### config.mk
export PLATFORM = sky130hd
export DESIGN_NAME = intel_hex_record_decoder_core
export DESIGN_NICKNAME = d
export VERILOG_FILES = /design/src/rtl/ihex_pkg.sv /design/src/rtl/intel_hex_record_decoder_core.sv /design/src/rtl/ihex_cfg.sv /design/src/rtl/ihex_parse.sv
export SDC_FILE = /design/constraint.sdc
export NUM_CORES = 1
export LEC_CHECK = 0
export BUFFER_PORTS_ARGS = -buffer_cell sky130_fd_sc_hd__buf_2
export CAP_MARGIN = 5
export CORE_AREA = 10 10 210 212
export DETAILED_ROUTE_END_ITERATION = 16
export DIE_AREA = 0 0 220 222
export GPL_TIMING_DRIVEN = 0
export PLACE_DENSITY = 0.49
export SYNTH_ARGS = -nofsm -noshare
export SYNTH_HDL_FRONTEND = slang
export SYNTH_HIERARCHICAL = 1
export SYNTH_SLANG_ARGS = --single-unit
### constraint.sdc
create_clock -name clk_i -period 10.5 [get_ports clk_i]
set_clock_uncertainty 0.05 [all_clocks]
set_input_delay 0.525 -clock clk_i [delete_from_list [all_inputs] [get_ports clk_i]]
set_output_delay 0.525 -clock clk_i [all_outputs]
set_load 0.005 [all_outputs]
### src/rtl/ihex_pkg.sv
`default_nettype none
package ihex_pkg;

  typedef enum logic [1:0] {
    KIND_DATA = 2'd0,
    KIND_EOF  = 2'd1,
    KIND_STOP = 2'd2
  } kind_e;

  localparam logic RegWindowLow  = 1'b0;
  localparam logic RegWindowHigh = 1'b1;

  typedef struct packed {
    logic [31:0] low;
    logic [31:0] high;
  } window_t;

  typedef struct packed {
    logic        valid;
    kind_e       kind;
    logic [31:0] addr;
    logic [7:0]  data;
  } result_t;

endpackage
`default_nettype wire

### src/rtl/intel_hex_record_decoder_core.sv
// A character passes the input register, the parser and then the result register to out_valid_o.
// Takes one character per cycle unless a waiting result is held; in_stall_o follows out_stall_i when a result waits.
// Parser state and the input and result registers sit around it, so a data byte's address
// add and window compare form one combinational path between them.
// Reset: asynchronous, active low; clears parser state, window to [0, 0xFFFFFFFF).
`default_nettype none
module intel_hex_record_decoder_core (
  input  wire logic        clk_i,
  input  wire logic        rst_ni,
  input  wire logic        in_valid_i,
  output logic             in_stall_o,
  input  wire logic [7:0]  char_in_i,
  output logic             out_valid_o,
  input  wire logic        out_stall_i,
  output logic [1:0]       kind_o,
  output logic [31:0]      byte_address_o,
  output logic [7:0]       data_byte_o,
  input  wire logic        cfg_valid_i,
  output logic             cfg_ready_o,
  input  wire logic        cfg_index_i,
  input  wire logic [31:0] cfg_data_i
);
  import ihex_pkg::*;

  window_t     window;
  result_t     res;
  logic        in_valid_q;
  logic [7:0]  char_q;
  logic        adv;
  logic        out_valid_q;
  kind_e       kind_q;
  logic [31:0] addr_q;
  logic [7:0]  data_q;

  assign adv        = in_valid_q && (!out_valid_q || !out_stall_i);
  assign in_stall_o = in_valid_q && !adv;

  always_ff @(posedge clk_i or negedge rst_ni) begin
    if (!rst_ni) begin
      in_valid_q <= 1'b0;
    end else if (!in_stall_o) begin
      in_valid_q <= in_valid_i;
    end
  end

  always_ff @(posedge clk_i) begin
    if (in_valid_i && !in_stall_o) char_q <= char_in_i;
  end

  ihex_cfg u_cfg (
    .clk_i       (clk_i),
    .rst_ni      (rst_ni),
    .cfg_valid_i (cfg_valid_i),
    .cfg_ready_o (cfg_ready_o),
    .cfg_index_i (cfg_index_i),
    .cfg_data_i  (cfg_data_i),
    .window_o    (window)
  );

  ihex_parse u_parse (
    .clk_i    (clk_i),
    .rst_ni   (rst_ni),
    .step_i   (adv),
    .char_i   (char_q),
    .window_i (window),
    .res_o    (res)
  );

  always_ff @(posedge clk_i or negedge rst_ni) begin
    if (!rst_ni) begin
      out_valid_q <= 1'b0;
    end else if (adv) begin
      out_valid_q <= res.valid;
    end else if (!out_stall_i) begin
      out_valid_q <= 1'b0;
    end
  end

  always_ff @(posedge clk_i) begin
    if (adv && res.valid) begin
      kind_q <= res.kind;
      addr_q <= res.addr;
      data_q <= res.data;
    end
  end

  assign out_valid_o    = out_valid_q;
  assign kind_o         = kind_q;
  assign byte_address_o = addr_q;
  assign data_byte_o    = data_q;

endmodule
`default_nettype wire

### src/rtl/ihex_cfg.sv
`default_nettype none
module ihex_cfg (
  input  wire logic            clk_i,
  input  wire logic            rst_ni,
  input  wire logic            cfg_valid_i,
  output logic                 cfg_ready_o,
  input  wire logic            cfg_index_i,
  input  wire logic [31:0]     cfg_data_i,
  output ihex_pkg::window_t    window_o
);
  import ihex_pkg::*;

  logic [31:0] low_q, high_q;

  assign cfg_ready_o = 1'b1;

  always_ff @(posedge clk_i or negedge rst_ni) begin
    if (!rst_ni) begin
      low_q  <= 32'h0000_0000;
      high_q <= 32'hFFFF_FFFF;
    end else if (cfg_valid_i && cfg_ready_o) begin
      case (cfg_index_i)
        RegWindowLow:  low_q  <= cfg_data_i;
        RegWindowHigh: high_q <= cfg_data_i;
        default: ;
      endcase
    end
  end

  assign window_o.low  = low_q;
  assign window_o.high = high_q;

endmodule
`default_nettype wire

### src/rtl/ihex_parse.sv
`default_nettype none
module ihex_parse (
  input  wire logic               clk_i,
  input  wire logic               rst_ni,
  input  wire logic               step_i,
  input  wire logic [7:0]         char_i,
  input  wire ihex_pkg::window_t  window_i,
  output ihex_pkg::result_t       res_o
);
  import ihex_pkg::*;

  localparam logic [7:0]  CharColon  = 8'h3A;
  localparam logic [7:0]  CharLf     = 8'h0A;
  localparam logic [15:0] TypeData   = 16'h3030;
  localparam logic [15:0] TypeEof    = 16'h3031;
  localparam logic [15:0] TypeExtSeg = 16'h3032;
  localparam logic [15:0] TypeExtLin = 16'h3034;
  localparam logic [9:0]  PosMax     = 10'd1023;

  function automatic logic [4:0] hex_digit(input logic [7:0] c);
    logic [4:0] r;
    r = 5'd0;
    if (c >= 8'h30 && c <= 8'h39) r = {1'b1, c[3:0]};
    else if ((c >= 8'h41 && c <= 8'h46) || (c >= 8'h61 && c <= 8'h66))
      r = {1'b1, c[3:0] + 4'd9};
    return r;
  endfunction

  logic [31:0] upper_q, upper_d;
  logic [15:0] line_q, line_d;
  logic [7:0]  count_q, count_d;
  logic [9:0]  pos_q, pos_d;
  logic [15:0] acc_q, acc_d;
  logic        bad_q, bad_d;
  logic [15:0] type_q, type_d;
  logic [7:0]  idx_q, idx_d;
  logic        skip_q, skip_d;
  logic        fin_q, fin_d;

  logic [4:0]  hd;
  logic [15:0] acc_take;
  logic        bad_take;
  logic [15:0] field_val;
  logic [15:0] type_next;
  logic [7:0]  idx_inc;
  logic [31:0] addr;
  logic        in_window;

  assign hd        = hex_digit(char_i);
  assign acc_take  = {acc_q[11:0], hd[4] ? hd[3:0] : 4'd0};
  assign bad_take  = bad_q | ~hd[4];
  assign field_val = bad_take ? 16'd0 : acc_take;
  assign type_next = {type_q[7:0], char_i};
  assign idx_inc   = idx_q + 8'd1;
  assign addr      = upper_q + {16'd0, line_q} + {24'd0, idx_q};
  assign in_window = (window_i.low <= addr) && (window_i.high > addr);

  always_comb begin
    upper_d = upper_q;
    line_d  = line_q;
    count_d = count_q;
    pos_d   = pos_q;
    acc_d   = acc_q;
    bad_d   = bad_q;
    type_d  = type_q;
    idx_d   = idx_q;
    skip_d  = skip_q;
    fin_d   = fin_q;
    res_o   = '{valid: 1'b0, kind: KIND_DATA, addr: 32'd0, data: 8'd0};

    if (step_i && !fin_q) begin
      if (pos_q == 10'd0) begin
        if (char_i != CharColon) begin
          fin_d      = 1'b1;
          res_o.valid = 1'b1;
          res_o.kind  = KIND_STOP;
        end else begin
          pos_d  = 10'd1;
          acc_d  = 16'd0;
          bad_d  = 1'b0;
          type_d = 16'd0;
          idx_d  = 8'd0;
          skip_d = 1'b0;
        end
      end else if (char_i == CharLf) begin
        pos_d  = 10'd0;
        skip_d = 1'b0;
      end else if (!skip_q) begin
        if (pos_q < PosMax) pos_d = pos_q + 10'd1;
        if (pos_q <= 10'd6) begin
          acc_d = acc_take;
          bad_d = bad_take;
          if (pos_q == 10'd2) begin
            count_d = field_val[7:0];
            acc_d   = 16'd0;
            bad_d   = 1'b0;
          end else if (pos_q == 10'd6) begin
            line_d = field_val;
            acc_d  = 16'd0;
            bad_d  = 1'b0;
          end
        end else if (pos_q <= 10'd8) begin
          type_d = type_next;
          if (pos_q == 10'd8) begin
            if (type_next == TypeData) begin
              if (count_q == 8'd0) skip_d = 1'b1;
            end else if (type_next == TypeEof) begin
              fin_d       = 1'b1;
              res_o.valid = 1'b1;
              res_o.kind  = KIND_EOF;
            end else if (type_next != TypeExtSeg && type_next != TypeExtLin) begin
              skip_d = 1'b1;
            end
          end
        end else begin
          acc_d = acc_take;
          bad_d = bad_take;
          if (type_q == TypeData) begin
            if (!pos_q[0]) begin
              acc_d = 16'd0;
              bad_d = 1'b0;
              idx_d = idx_inc;
              if (idx_inc >= count_q) skip_d = 1'b1;
              if (in_window) begin
                res_o.valid = 1'b1;
                res_o.kind  = KIND_DATA;
                res_o.addr  = addr;
                res_o.data  = field_val[7:0];
              end
            end
          end else if (pos_q == 10'd12) begin
            acc_d  = 16'd0;
            bad_d  = 1'b0;
            skip_d = 1'b1;
            if (type_q == TypeExtSeg) upper_d = {12'd0, field_val, 4'd0};
            else upper_d = {field_val, 16'd0};
          end
        end
      end
    end
  end

  always_ff @(posedge clk_i or negedge rst_ni) begin
    if (!rst_ni) begin
      upper_q <= 32'd0;
      line_q  <= 16'd0;
      count_q <= 8'd0;
      pos_q   <= 10'd0;
      acc_q   <= 16'd0;
      bad_q   <= 1'b0;
      type_q  <= 16'd0;
      idx_q   <= 8'd0;
      skip_q  <= 1'b0;
      fin_q   <= 1'b0;
    end else begin
      upper_q <= upper_d;
      line_q  <= line_d;
      count_q <= count_d;
      pos_q   <= pos_d;
      acc_q   <= acc_d;
      bad_q   <= bad_d;
      type_q  <= type_d;
      idx_q   <= idx_d;
      skip_q  <= skip_d;
      fin_q   <= fin_d;
    end
  end

  a_fin_sticky: assert property (@(posedge clk_i) disable iff (!rst_ni)
    fin_q |=> fin_q) else $error("finished flag dropped");

  a_no_res_after_fin: assert property (@(posedge clk_i) disable iff (!rst_ni)
    fin_q |-> !res_o.valid) else $error("result after decoding stopped");

  a_data_in_window: assert property (@(posedge clk_i) disable iff (!rst_ni)
    (res_o.valid && res_o.kind == KIND_DATA) |->
      (res_o.addr >= window_i.low && res_o.addr < window_i.high))
    else $error("data byte outside window");

  a_skip_clear_at_start: assert property (@(posedge clk_i) disable iff (!rst_ni)
    (pos_q == 10'd0) |-> !skip_q) else $error("line skip set at line start");

endmodule
`default_nettype wire

==> reports/metrics.yaml <==
run_status:
  outcome: "completed"
grt:
  track_usage_pct: 12.5
  grt_max_degree: 104
  busiest_layer: "met2"
  use_met2_pct: 20.1
  gr-usage-met1_pct: 16.8
  grt_pass1_vias: 8790
  grt_util_met3_pct: 2.63
  antenna_found_initial: 0
  grt_first_pass_wirelength_mm: 49.7
  gr-total-overflow: 0
power:
  p_per_area_nw_per_um2: 188
  p_total_uw: 2620
  p_leak_uw: 0.00586
  internal-power_uw: 1810
  p_sw_share_pct: 31.0
  vdd_drop_max_v: 0.000106
  power.switching_uw: 814
  seq_power_share_pct: 42.5
  clkPwrFrac_pct: 35.8
  comb_power_share_pct: 21.7
hold_path:
  hold_class: "input port to register"
route:
  first_pass_iters: 5
  vias: 8667
  wl_mm: 30.8
  drc_errors: 0
  ant_nets: 0
  vias_per_cell: 4.83
  drt_iter0_drc: 412
  wl_per_cell_um: 17.1
clock_tree:
  cts.clk_slew.worst_paths_ns: 0.06
  cts_buffers: 27
  clockBufferDepth: 3
  htree_levels: 1
  clock-root-buffer: "clkbuf_16"
  cts_tree: "built"
  insertion_delay_ns: 0.55
  clock_sinks: 217
cells_and_area:
  layout-drive-gt1-share_pct: 20.1
  nets: 1406
  fin_cells: 1796
  areaGrowthSynthToFinish_pct: 17.6
  diodes: 0
logic_synthesis:
  synth_fa_ha_area_share_pct: 11.9
  yosys.area_share.simple_pct: 15.1
  synth_top_area_share_pct: 28.4
  synthTopCellsByCount: "nand2_1, dfrtp_1, ha_1"
  synth_top_area_cell: "dfrtp_1"
  synth.most_common_cell: "nand2_1"
  synth_compound_area_share_pct: 12.5
  synthArstFlopShare_pct: 77.0
  syn_area_um2: 11900
  synth_edf_count: 50
  synth.area.top_cells: "dfrtp_1, edfxtp_1, ha_1"
  yosysSeqAreaShare_pct: 48.2
  synthFlopType: "dfrtp_1"
  synthesis.nets: 1285
  synthDistinctLibCells: 70
  syn_inst: 1129
  synth_top_family_by_area: "simple AND/OR/NAND/NOR gates"
  synth_xor_area_share_pct: 2.95
  synth_warnings: 6
  synth_mux_area_share_pct: 6.75
  synth_seq_cells: 217
  syn-mean-instance-area_um2: 10.5
die:
  io_pins: 91
  dieArea_um2: 48800
  design.core.area_um2: 39600
  die_w_um: 220
  fp.dieH_um: 222
  initial_core_util_pct: 30.0
  num_rows: 73
sta:
  finalSetupTns_ns: 0
  final_hold_viol_count: 0
  worstMarginPinSlew_ns: 1.07
  setup_ws_ns: 3.08
  rsz0062_at_grt: "false"
  max_freq_mhz: 135
  setup_viol: 0
  whs_ns: 0.109
  drv_slew: 0
  relSlewSlack_pct: 28.3
  period_needed_ns: 7.42
  timing.final.crit_share_pct: 70.6
placed_design:
  dpl.cell_count: 1745
  portBuffers: 89
  gp_congestion: 0.822
  dpl_worst_slack_ns: 3.02
  dp_hpwl_mm: 22.9
setup_path:
  worst-setup-path-type: "register to register"
  arrival_ns: 7.61
  cp.required_ns: 10.69
  end_kind: "register"
  reg2reg_slack_ns: 3.08
  crit_fanout: 22
  start_kind: "register"
run:
  maxCapViolCount: 0
[power by group through the flow]
| stage | sequential, µW | clock, µW | combinational [µW] |
|---|---|---|---|
| final | 1120 | 938 | 569 |
| after global routing | 1130 | 1000 | 658 |
| after CTS | 1120 | 967 | 577 |
| after detailed placement | 1130 | 0 | 573 |
| after global placement | 1130 | 0 | 564 |
| after floorplan | 1090 | 0 | 403 |
[final timing paths]
check	from	to	depth (start not counted)
min in group asynchronous	rst_ni	u_parse/pos_q[6]	2
worst min register to register	u_parse/fin_q	u_parse/fin_q	1
worst max-delay path	u_parse/idx_q[4]	byte_address_o[29]	26
worst max register to register	u_parse/idx_q[4]	byte_address_o[29]	26
max in group asynchronous	rst_ni	u_cfg/high_q[24]	3
worst min-delay path	char_in_i[6]	char_q[6]	1
[state kept, by name (all words and copies together), names as in the netlist]
register,count
u_parse/acc_q,12
u_parse/count_q,8
u_parse/type_q,16
u_cfg/low_q,32
u_parse/bad_q,1
u_parse/pos_q,10
u_parse/upper_q,28
data_byte_o,8
out_valid_o,1
char_q,8
kind_o,2
u_parse/fin_q,1
u_parse/line_q,16
u_parse/skip_q,1
in_valid_q,1
byte_address_o,32
u_cfg/high_q,32
u_parse/idx_q,8
[what timing repair did]
item / CTS / global route
buffers inserted: 0 / 0
gates resized for setup: 0 / 0
hold endpoints to repair: 56 / 0
hold buffers: 1 / 0
[metrics by stage]
stage                     util (%)  area (µm²)
final                         35.2       14000
after CTS                     35.2       14000
after global placement        32.7       13000
after floorplan                  -       11900
after global routing          35.2       14000
after detailed placement      32.9       13100
[cell usage in the layout (no fill, tap or decap), drive strengths merged, types with 16 or more instances in the layout]
master / instances
nand2: 153
dfrtp: 135
o21ai: 106
ha: 105
buf: 103
nor2: 92
clkbuf: 68
mux2: 65
edfxtp: 50
a21oi: 42
dfstp: 32
inv: 30
nand3: 29
xor2: 25
nand2b: 20
nand4: 19
a21o: 18
a22o: 16
[cell type report]
type	instances	area, µm²
timing repair buffer	92	513
sequential	217	5720
multi-input combinational	844	5870
fill	4066	25700
tap	525	657
clock buffer	42	833
buffer	38	189
inverter	30	113
clock inverter	8	71.3
[critical path, stage by stage (launching register included)]
cell and delay [ns]:
dfrtp_1 0.43, inv_1 0.08, fa_1 0.48, inv_1 0.04
ha_1 0.36, o211ai_1 0.12, a21oi_1 0.21, nor2_1 0.06
o21ai_0 0.21, a21oi_1 0.17, o21a_1 0.22, o31ai_1 0.84
nand2_1 0.15, xor2_1 0.35, ha_1 0.32, a21o_1 0.19
a21o_1 0.17, a21oi_1 0.18, o211ai_1 0.11, a41o_1 0.22
a311oi_1 0.25, o21ai_1 0.14, a21o_1 0.27, a221oi_1 0.35
nand2_1 0.17, a21oi_4 0.68, buf_12 0.27
[kinds of logic after synthesis]
logic type	after synthesis
AO/OA/AOI/OAI	237
XOR/XNOR	40
adder cells (fa/ha/maj)	110
buffers and inverters	68
flip-flops	217
multiplexers	69
other	1
AND/OR/NAND/NOR	387
[per-layer routing]
layer | part of all wire (%) | vias up
met1 | 48 | 4178
li1 | - | 4313
met4 | 2.0 | 0
met3 | 4.5 | 39
met5 | 0 | -
met2 | 46 | 137
(Power assumes the default switching activity.)
